[config.mk]
export PLATFORM = sky130hd
export DESIGN_NAME = lru_route_table
export DESIGN_NICKNAME = d
export VERILOG_FILES = /design/src/lrt_pkg.sv /design/src/lru_route_table.sv /design/src/lrt_out_stage.sv
export SDC_FILE = /design/constraint.sdc
export NUM_CORES = 2
export LEC_CHECK = 0
export CORE_MARGIN = 2
export CORE_UTILIZATION = 65
export CTS_BUF_LIST = sky130_fd_sc_hd__clkbuf_8 sky130_fd_sc_hd__clkbuf_16
export CTS_CLUSTER_SIZE = 24
export DETAILED_ROUTE_END_ITERATION = 10
export DONT_BUFFER_PORTS = 1
export MAX_ROUTING_LAYER = met4
export PLACE_DENSITY = 0.77
export REMOVE_ABC_BUFFERS = 1
export SYNTH_ARGS = -nofsm -noshare
export SYNTH_HDL_FRONTEND = slang
export SYNTH_SLANG_ARGS = --single-unit
[constraint.sdc]
create_clock -name clk -period 15.2 [get_ports clk]
set_input_delay 2.28 -clock clk [delete_from_list [all_inputs] [get_ports clk]]
set_output_delay 2.28 -clock clk [all_outputs]
set_load 0.02 [all_outputs]
[src/lrt_pkg.sv]
// package: command, event and sequencer codes for the lru route table
package lrt_pkg;

  localparam int TABLE_DEPTH_DEF  = 16;
  localparam int STATION_BITS_DEF = 16;
  localparam int TIME_BITS_DEF    = 32;

  localparam int MAX_RESULTS = 16;
  localparam int RES_BITS    = 5;

  localparam logic [4:0]  LIMIT_RESET   = 5'd16;
  localparam logic [31:0] TIMEOUT_RESET = 32'd1000;

  localparam logic [3:0] REG_TABLE_LIMIT    = 4'd0;
  localparam logic [3:0] REG_EXPIRY_TIMEOUT = 4'd1;

  localparam logic [2:0] CMD_UPDATE = 3'd0;
  localparam logic [2:0] CMD_LOOKUP = 3'd1;
  localparam logic [2:0] CMD_REMOVE = 3'd2;
  localparam logic [2:0] CMD_EXPIRE = 3'd3;
  localparam logic [2:0] CMD_CLEAR  = 3'd4;

  localparam logic [2:0] EV_ADDED   = 3'd0;
  localparam logic [2:0] EV_UPDATED = 3'd1;
  localparam logic [2:0] EV_REMOVED = 3'd2;
  localparam logic [2:0] EV_HIT     = 3'd3;
  localparam logic [2:0] EV_MISS    = 3'd4;

  typedef enum logic [2:0] {
    ST_IDLE,
    ST_FIND,
    ST_EVICT,
    ST_SWEEP,
    ST_DONE
  } state_t;

  typedef struct packed {
    logic emit;
    logic flush;
  } out_ctl_t;

endpackage

[src/lru_route_table.sv]
// top level: lru route table with a one-entry-per-cycle sequencer
//
// usage
//   start/busy command channel: a word is taken when start is high and busy low.
//   cfg_valid/cfg_ready write channel: index 0 table_limit, 1 expiry_timeout;
//   cfg_ready is always high; writes are to be made while busy is low, which the block itself does not enforce.
//   results leave one word per strobe cycle; last marks the final word of a
//   command. the receiver cannot stall, so there is no back pressure.
// sequencing
//   the table is kept as a list in recency order, and one comparator walks it
//   one position per cycle. an update that finds no match goes on to evict
//   entries from the tail while the table is at its limit, then adds the new
//   entry at the front; remove, expire and clear visit the positions in turn.
//   busy stays high until the last word is out.
// reset
//   rst empties the table and restores table_limit 16, expiry_timeout 1000.
module lru_route_table #(
  parameter int TABLE_DEPTH  = lrt_pkg::TABLE_DEPTH_DEF,
  parameter int STATION_BITS = lrt_pkg::STATION_BITS_DEF,
  parameter int TIME_BITS    = lrt_pkg::TIME_BITS_DEF
) (
  input  logic                    clk,
  input  logic                    rst,
  input  logic                    start,
  output logic                    busy,
  input  logic [2:0]              cmd,
  input  logic [TIME_BITS-1:0]    now_ticks,
  input  logic [STATION_BITS-1:0] dest_id,
  input  logic [STATION_BITS-1:0] transit_id,
  input  logic [7:0]              hop_length,
  input  logic                    cfg_valid,
  output logic                    cfg_ready,
  input  logic [3:0]              cfg_index,
  input  logic [31:0]             cfg_data,
  output logic                    strobe,
  output logic [2:0]              event_kind,
  output logic [STATION_BITS-1:0] route_dest,
  output logic [STATION_BITS-1:0] route_transit,
  output logic [7:0]              route_length,
  output logic [TIME_BITS-1:0]    route_expiry,
  output logic                    last
);

  localparam int IW = $clog2(TABLE_DEPTH);
  localparam int CW = $clog2(TABLE_DEPTH + 1);
  localparam int EW = 2 * STATION_BITS + 8 + TIME_BITS;
  localparam int RB = lrt_pkg::RES_BITS;

  lrt_pkg::state_t state, state_next;

  logic [EW-1:0]           ent [TABLE_DEPTH];
  logic [CW-1:0]           count;
  logic [CW-1:0]           pos;
  logic [RB-1:0]           nres;
  logic [4:0]              table_limit;
  logic [31:0]             expiry_timeout;
  logic [2:0]              cmd_r;
  logic [STATION_BITS-1:0] dest_r;
  logic [STATION_BITS-1:0] trn_r;
  logic [7:0]              len_r;
  logic [TIME_BITS-1:0]    now_r;
  logic [TIME_BITS-1:0]    exp_r;

  logic [TIME_BITS+31:0]   to_wide;
  logic [IW-1:0]           idx;
  logic [IW-1:0]           tail;
  logic [EW-1:0]           cur;
  logic [EW-1:0]           tail_e;
  logic [EW-1:0]           new_e;
  logic                    at_end;
  logic                    dest_hit;
  logic                    improve;
  logic                    sweep_hit;
  logic                    evict_go;
  logic                    room;
  logic [7:0]              lim8;
  logic [7:0]              cnt8;
  logic                    accept;
  logic                    pend_valid;

  lrt_pkg::out_ctl_t       ctl;
  logic [2:0]              o_kind;
  logic [EW-1:0]           o_ent;

  function automatic logic [STATION_BITS-1:0] f_dest(input logic [EW-1:0] e);
    f_dest = e[EW-1 -: STATION_BITS];
  endfunction
  function automatic logic [STATION_BITS-1:0] f_trn(input logic [EW-1:0] e);
    f_trn = e[TIME_BITS+8 +: STATION_BITS];
  endfunction
  function automatic logic [7:0] f_hops(input logic [EW-1:0] e);
    f_hops = e[TIME_BITS +: 8];
  endfunction
  function automatic logic [TIME_BITS-1:0] f_exp(input logic [EW-1:0] e);
    f_exp = e[TIME_BITS-1:0];
  endfunction

  assign busy      = (state != lrt_pkg::ST_IDLE);
  assign cfg_ready = 1'b1;
  assign accept    = start && !busy;
  assign to_wide   = {{TIME_BITS{1'b0}}, expiry_timeout};

  assign idx    = pos[IW-1:0];
  assign tail   = IW'(count - CW'(1));
  assign cur    = ent[idx];
  assign tail_e = ent[tail];
  assign new_e  = {dest_r, trn_r, len_r, exp_r};
  assign at_end = (pos >= count);
  assign dest_hit = (f_dest(cur) == dest_r);
  assign improve  = (f_hops(cur) > len_r) ||
                    ((f_hops(cur) == len_r) && (f_trn(cur) != trn_r));
  assign cnt8 = 8'(count);
  assign lim8 = (table_limit == 5'd0) ? 8'd1 :
                ({3'd0, table_limit} > 8'(TABLE_DEPTH)) ? 8'(TABLE_DEPTH) :
                {3'd0, table_limit};
  assign evict_go = (cnt8 >= lim8) && (nres < RB'(lrt_pkg::MAX_RESULTS - 1));
  assign room     = (count < CW'(TABLE_DEPTH));

  always_comb begin
    case (cmd_r)
      lrt_pkg::CMD_REMOVE: sweep_hit = (f_trn(cur) == trn_r);
      lrt_pkg::CMD_EXPIRE: sweep_hit = (f_exp(cur) <= now_r);
      default:             sweep_hit = 1'b1;
    endcase
  end

  // next state
  always_comb begin
    state_next = state;
    case (state)
      lrt_pkg::ST_IDLE: begin
        if (accept) begin
          if (cmd == lrt_pkg::CMD_UPDATE || cmd == lrt_pkg::CMD_LOOKUP) begin
            state_next = lrt_pkg::ST_FIND;
          end else if (cmd == lrt_pkg::CMD_REMOVE || cmd == lrt_pkg::CMD_EXPIRE ||
                       cmd == lrt_pkg::CMD_CLEAR) begin
            state_next = lrt_pkg::ST_SWEEP;
          end else begin
            state_next = lrt_pkg::ST_DONE;
          end
        end
      end
      lrt_pkg::ST_FIND: begin
        if (at_end) begin
          state_next = (cmd_r == lrt_pkg::CMD_UPDATE) ? lrt_pkg::ST_EVICT : lrt_pkg::ST_DONE;
        end else if (dest_hit) begin
          state_next = lrt_pkg::ST_DONE;
        end
      end
      lrt_pkg::ST_EVICT: begin
        if (!evict_go) begin
          state_next = lrt_pkg::ST_DONE;
        end
      end
      lrt_pkg::ST_SWEEP: begin
        if (at_end || nres == RB'(lrt_pkg::MAX_RESULTS)) begin
          state_next = lrt_pkg::ST_DONE;
        end
      end
      lrt_pkg::ST_DONE: state_next = lrt_pkg::ST_IDLE;
      default:          state_next = lrt_pkg::ST_IDLE;
    endcase
  end

  // result words
  always_comb begin
    ctl    = '0;
    o_kind = lrt_pkg::EV_REMOVED;
    o_ent  = cur;
    case (state)
      lrt_pkg::ST_FIND: begin
        if (at_end) begin
          if (cmd_r == lrt_pkg::CMD_LOOKUP) begin
            ctl.emit = 1'b1;
            o_kind   = lrt_pkg::EV_MISS;
            o_ent    = {dest_r, {STATION_BITS{1'b1}}, 8'hFF, {TIME_BITS{1'b0}}};
          end
        end else if (dest_hit) begin
          if (cmd_r == lrt_pkg::CMD_LOOKUP) begin
            ctl.emit = 1'b1;
            o_kind   = lrt_pkg::EV_HIT;
          end else if (improve) begin
            ctl.emit = 1'b1;
            o_kind   = lrt_pkg::EV_UPDATED;
            o_ent    = {f_dest(cur), trn_r, len_r, exp_r};
          end
        end
      end
      lrt_pkg::ST_EVICT: begin
        if (evict_go) begin
          ctl.emit = 1'b1;
          o_ent    = tail_e;
        end else if (room) begin
          ctl.emit = 1'b1;
          o_kind   = lrt_pkg::EV_ADDED;
          o_ent    = new_e;
        end
      end
      lrt_pkg::ST_SWEEP: begin
        if (!at_end && nres != RB'(lrt_pkg::MAX_RESULTS) && sweep_hit) begin
          ctl.emit = 1'b1;
        end
      end
      lrt_pkg::ST_DONE: ctl.flush = 1'b1;
      default:          ctl = '0;
    endcase
  end

  always_ff @(posedge clk) begin
    if (rst) begin
      state          <= lrt_pkg::ST_IDLE;
      count          <= '0;
      pos            <= '0;
      nres           <= '0;
      table_limit    <= lrt_pkg::LIMIT_RESET;
      expiry_timeout <= lrt_pkg::TIMEOUT_RESET;
    end else begin
      state <= state_next;
      if (cfg_valid && cfg_ready) begin
        if (cfg_index == lrt_pkg::REG_TABLE_LIMIT) begin
          table_limit <= cfg_data[4:0];
        end else if (cfg_index == lrt_pkg::REG_EXPIRY_TIMEOUT) begin
          expiry_timeout <= cfg_data;
        end
      end
      if (ctl.emit) begin
        nres <= nres + RB'(1);
      end
      case (state)
        lrt_pkg::ST_IDLE: begin
          pos  <= '0;
          nres <= '0;
        end
        lrt_pkg::ST_FIND: begin
          if (!at_end && !dest_hit) begin
            pos <= pos + CW'(1);
          end
        end
        lrt_pkg::ST_EVICT: begin
          if (evict_go) begin
            count <= count - CW'(1);
          end else if (room) begin
            count <= count + CW'(1);
          end
        end
        lrt_pkg::ST_SWEEP: begin
          if (ctl.emit) begin
            count <= count - CW'(1);
          end else if (!at_end) begin
            pos <= pos + CW'(1);
          end
        end
        default: pos <= pos;
      endcase
    end
  end

  always_ff @(posedge clk) begin
    if (accept) begin
      cmd_r  <= cmd;
      dest_r <= dest_id;
      trn_r  <= transit_id;
      len_r  <= hop_length;
      now_r  <= now_ticks;
      exp_r  <= now_ticks + to_wide[TIME_BITS-1:0];
    end
    case (state)
      lrt_pkg::ST_FIND: begin
        if (!at_end && dest_hit) begin
          if (cmd_r == lrt_pkg::CMD_LOOKUP) begin
            for (int i = 1; i < TABLE_DEPTH; i++) begin
              if (IW'(i) <= idx) begin
                ent[i] <= ent[i-1];
              end
            end
            ent[0] <= cur;
          end else if (improve) begin
            ent[idx] <= {f_dest(cur), trn_r, len_r, exp_r};
          end
        end
      end
      lrt_pkg::ST_EVICT: begin
        if (!evict_go && room) begin
          for (int i = 1; i < TABLE_DEPTH; i++) begin
            ent[i] <= ent[i-1];
          end
          ent[0] <= new_e;
        end
      end
      lrt_pkg::ST_SWEEP: begin
        if (ctl.emit) begin
          for (int i = 0; i < TABLE_DEPTH - 1; i++) begin
            if (IW'(i) >= idx) begin
              ent[i] <= ent[i+1];
            end
          end
        end
      end
      default: ent[0] <= ent[0];
    endcase
  end

  lrt_out_stage #(
    .STATION_BITS(STATION_BITS),
    .TIME_BITS   (TIME_BITS)
  ) u_out (
    .clk          (clk),
    .rst          (rst),
    .ctl          (ctl),
    .in_kind      (o_kind),
    .in_dest      (f_dest(o_ent)),
    .in_transit   (f_trn(o_ent)),
    .in_length    (f_hops(o_ent)),
    .in_expiry    (f_exp(o_ent)),
    .pend_valid   (pend_valid),
    .strobe       (strobe),
    .event_kind   (event_kind),
    .route_dest   (route_dest),
    .route_transit(route_transit),
    .route_length (route_length),
    .route_expiry (route_expiry),
    .last         (last)
  );

  a_count_range: assert property (@(posedge clk) disable iff (rst)
    count <= CW'(TABLE_DEPTH))
    else $error("entry count above table depth");

  a_idle_empty: assert property (@(posedge clk) disable iff (rst)
    (state == lrt_pkg::ST_IDLE) |-> !pend_valid)
    else $error("held word left behind at idle");

  a_strobe_busy: assert property (@(posedge clk) disable iff (rst)
    strobe |-> $past(busy))
    else $error("word delivered outside a command");

  a_done_idle: assert property (@(posedge clk) disable iff (rst)
    (state == lrt_pkg::ST_DONE) |=> !busy)
    else $error("sequencer did not return to idle");

endmodule

[src/lrt_out_stage.sv]
// result staging: holds one word back so the final word can carry last
module lrt_out_stage #(
  parameter int STATION_BITS = lrt_pkg::STATION_BITS_DEF,
  parameter int TIME_BITS    = lrt_pkg::TIME_BITS_DEF
) (
  input  logic                    clk,
  input  logic                    rst,
  input  lrt_pkg::out_ctl_t       ctl,
  input  logic [2:0]              in_kind,
  input  logic [STATION_BITS-1:0] in_dest,
  input  logic [STATION_BITS-1:0] in_transit,
  input  logic [7:0]              in_length,
  input  logic [TIME_BITS-1:0]    in_expiry,
  output logic                    pend_valid,
  output logic                    strobe,
  output logic [2:0]              event_kind,
  output logic [STATION_BITS-1:0] route_dest,
  output logic [STATION_BITS-1:0] route_transit,
  output logic [7:0]              route_length,
  output logic [TIME_BITS-1:0]    route_expiry,
  output logic                    last
);

  logic [2:0]              p_kind;
  logic [STATION_BITS-1:0] p_dest;
  logic [STATION_BITS-1:0] p_transit;
  logic [7:0]              p_length;
  logic [TIME_BITS-1:0]    p_expiry;

  always_ff @(posedge clk) begin
    if (rst) begin
      pend_valid <= 1'b0;
      strobe     <= 1'b0;
      last       <= 1'b0;
    end else begin
      strobe <= 1'b0;
      last   <= 1'b0;
      if (ctl.emit) begin
        pend_valid <= 1'b1;
        if (pend_valid) begin
          strobe <= 1'b1;
        end
      end else if (ctl.flush && pend_valid) begin
        pend_valid <= 1'b0;
        strobe     <= 1'b1;
        last       <= 1'b1;
      end
    end
  end

  always_ff @(posedge clk) begin
    if ((ctl.emit || ctl.flush) && pend_valid) begin
      event_kind    <= p_kind;
      route_dest    <= p_dest;
      route_transit <= p_transit;
      route_length  <= p_length;
      route_expiry  <= p_expiry;
    end
    if (ctl.emit) begin
      p_kind    <= in_kind;
      p_dest    <= in_dest;
      p_transit <= in_transit;
      p_length  <= in_length;
      p_expiry  <= in_expiry;
    end
  end

endmodule
==> impl_metrics.tcl <==
set metrics [dict create \
    run_status "finished, final reports clean" \
    viasPerCell 8.42 \
    clock-sinks 1471 \
    num_vias 73401 \
    synth_area_per_cell_um2 13.4 \
    boundaryPins 194 \
    nets 6866 \
    synth.distinct_cells 86 \
    cts_setup_buffers 0 \
    yosys_register_bits 1471 \
    cts_root_buf "clkbuf_16" \
    clk_pin_slew_ns 0.07 \
    ant_nets 0 \
    drt-initial-drc-count 14450 \
    critPathMaxFanout 122 \
    maxSlewViolCount 0 \
    hold_slack_ns 0.409 \
    initial_utilization 0.655 \
    maxCapViolCount 0 \
    syn_inst 7007 \
    drc 0 \
    hold_violations 0 \
    areaGrowthSynthToFinish_pct 6.48 \
    die_y_um 385 \
    cp-end-kind "flip-flop" \
    die_width_um 385 \
    gr-total-overflow 0 \
    powerDensity_nw_per_um2 131 \
    port_buffers 0 \
    grt_pass1_vias 71718 \
    grt_start_max_net_pins 123 \
    p_leak_nw 37.3 \
    skew_ns 0.0521 \
    synth_area_leaders "edfxtp_1 45%, mux2i_1 18%, mux4_2 16%, a2bb2oi_1 2.4%, a21oi_1 2.4%" \
    worstPathArrival_ns 9.65 \
    synth_top_area_frac 0.449 \
    ys_seq_area_frac 0.462 \
    cts_tree "done" \
    clk_path_buf_depth 3 \
    dpl.hpwl_mm 201 \
    synth_edf_count 1409 \
    synthFlopType "edfxtp_1" \
    dieArea_um2 148000 \
    crit_required_ns 15.65 \
    place_congestion 1.00 \
    tightest_slew_ns 1.42 \
    setup_tns_ns 0 \
    core-area_um2 144000 \
    clkLatencyLatePin_ns 0.85 \
    wl_per_cell_um 41.8 \
    layout_worst_path_cycle_share 0.605 \
    synth_commonest_cells "1658 x mux2i_1, 1409 x edfxtp_1, 656 x mux4_2" \
    cts_made_buffers 161 \
    period_minus_slack_ns 9.20 \
    finalSetupViolCount 0 \
    synth.largest_area_cell "edfxtp_1" \
    netlist_area_um2 94200 \
    cp-start-kind "flip-flop" \
    dr.pass1.iters 10 \
    relSlewSlack 0.0451 \
    ir_drop_mv 0.125 \
    crit_type "flip-flop to flip-flop" \
    drive_gt1_frac 0.181 \
    antenna_found_initial 17 \
    htreeDepth 4 \
    grt_usage 0.503 \
    hold_buffers 0 \
    finalWirelength_mm 365 \
    rows 139 \
    grt_first_pass_wirelength_mm 514 \
    cts_resized 0 \
    yosysMostFrequentCell "mux2i_1" \
    fmax_mhz 109 \
    yosysWarningCount 0 \
    synthArstFlopShare 0 \
    hp-class "flip-flop to flip-flop" \
    rsz0062_at_grt "false" \
]
-- state kept, by name (all words and copies together), names as in the netlist, 8 cells and up, named ones only --
register	count
dest_r	16
ent	1152
exp_r	32
expiry_timeout	32
len_r	8
now_r	32
trn_r	16
u_out.p_dest	16
u_out.p_expiry	32
u_out.p_length	8
u_out.p_transit	16
u_out.route_dest	16
u_out.route_expiry	32
u_out.route_length	8
u_out.route_transit	16
-- cells by family (layout without fill, tap and decap cells) --
| family | count (synthesis) | count (layout) | synth area share |
|---|---|---|---|
| multiplexers | 2404 | 2404 | 0.344 |
| flip-flops | 1471 | 1471 | 0.462 |
| AO/OA/AOI/OAI | 1300 | 1300 | 0.0941 |
| AND/OR/NAND/NOR | 859 | 859 | 0.0402 |
| buffers and inverters | 826 | 608 | 0.0425 |
| adder cells (fa/ha/maj) | 91 | 91 | 0.0122 |
| XOR/XNOR | 55 | 55 | 0.00511 |
| other | 1 | 23 | 0.0000398 |
-- power by group --
| group | internal (mW) | total, mW | leakage [nW] | switching (mW) |
|---|---|---|---|---|
| Combinational | 1.45 | 3.60 | 21.2 | 2.15 |
| Sequential | 5.07 | 5.57 | 13.4 | 0.495 |
| Clock | 2.20 | 3.95 | 2.71 | 1.75 |
| Total | 8.72 | 13.1 | 37.3 | 4.39 |
-- cells in the final DEF (no fill, tap or decap), types with 19 or more instances in the layout --
cell       netlist  layout
mux2i_1       1658    1658
edfxtp_1      1409    1409
mux4_2         656     656
nand2_1        490     487
a21oi_1        447     444
a2bb2oi_1      257     257
clkbuf_16        0     166
buf_4           92     164
inv_1          114     159
nor2_1         145     143
o21ai_0        138     132
mux2_2          90      90
ha_1            90      89
a21o_1          88      88
dfxtp_1         62      56
a22o_1          52      52
clkinv_1        29      50
o211ai_1        47      47
a211oi_1        46      45
xnor2_1         40      38
o22ai_1         30      30
nand3_1         44      28
nor3_1          26      25
clkinv_2         0      24
a221o_1         25      23
and2_1          25      23
diode_2          0      22
a31oi_1         20      20
nand4_1         19      19
-- per-layer routing --
metal	routed length, µm	vias to the layer above	part of all wire	track usage
met5	0	-	0	-
met1	115000	35579	0.31	0.621
met3	68200	2324	0.19	0.199
met2	149000	8217	0.41	0.680
li1	-	27281	-	-
met4	33200	0	0.091	0.344
-- area by class of cell --
type / instances / area, µm²
multi-input combinational: 4710 / 47200
sequential: 1471 / 43600
fill: 9813 / 43500
clock buffer: 173 / 4250
tap: 1903 / 2380
timing repair buffer: 173 / 1390
clock inverter: 119 / 900
inverter: 143 / 544
antenna: 22 / 55.1
-- path summary, 6_finish.rpt --
path | from | end | slack (ns) | cells after the start
max | flip-flop | ent[8][67]$_DFFE_PP_ | 6.00 | 14
min | u_out.p_expiry[16]$_DFFE_PN_ | u_out.route_expiry[16]$_DFFE_PP_ | 0.41 | 0
max reg2reg | flip-flop | ent[8][67]$_DFFE_PP_ | 6.00 | 14
min reg2reg | u_out.p_expiry[16]$_DFFE_PN_ | u_out.route_expiry[16]$_DFFE_PP_ | 0.41 | 0
-- critical path, cell delays in order (launching register included) --
cell       delay, ns
dfxtp_4         0.88
buf_12          0.51
buf_4           1.00
mux4_2          0.62
mux2i_1         0.24
mux2_2          0.43
o221ai_1        0.16
a221oi_1        0.24
o2111ai_1       0.21
nand2b_1        0.60
nor4b_4         0.45
buf_4           0.62
nand3_4         0.77
nand3_4         0.98
buf_4           0.93
-- per-stage QoR --
stage	instance area (µm²)	power, mW	utilization	setup slack, ns	std cells
final	100000	13.1	0.698	6.00	8714
after global routing	100000	13.3	0.697	5.98	8710
after CTS	100000	12.9	0.697	6.21	8691
after detailed placement	95100	9.01	0.661	6.26	8399
after global placement	95100	8.94	0.661	6.43	8398
after floorplan	90800	8.30	-	-11.59	6324
(Power assumes the default switching activity.)
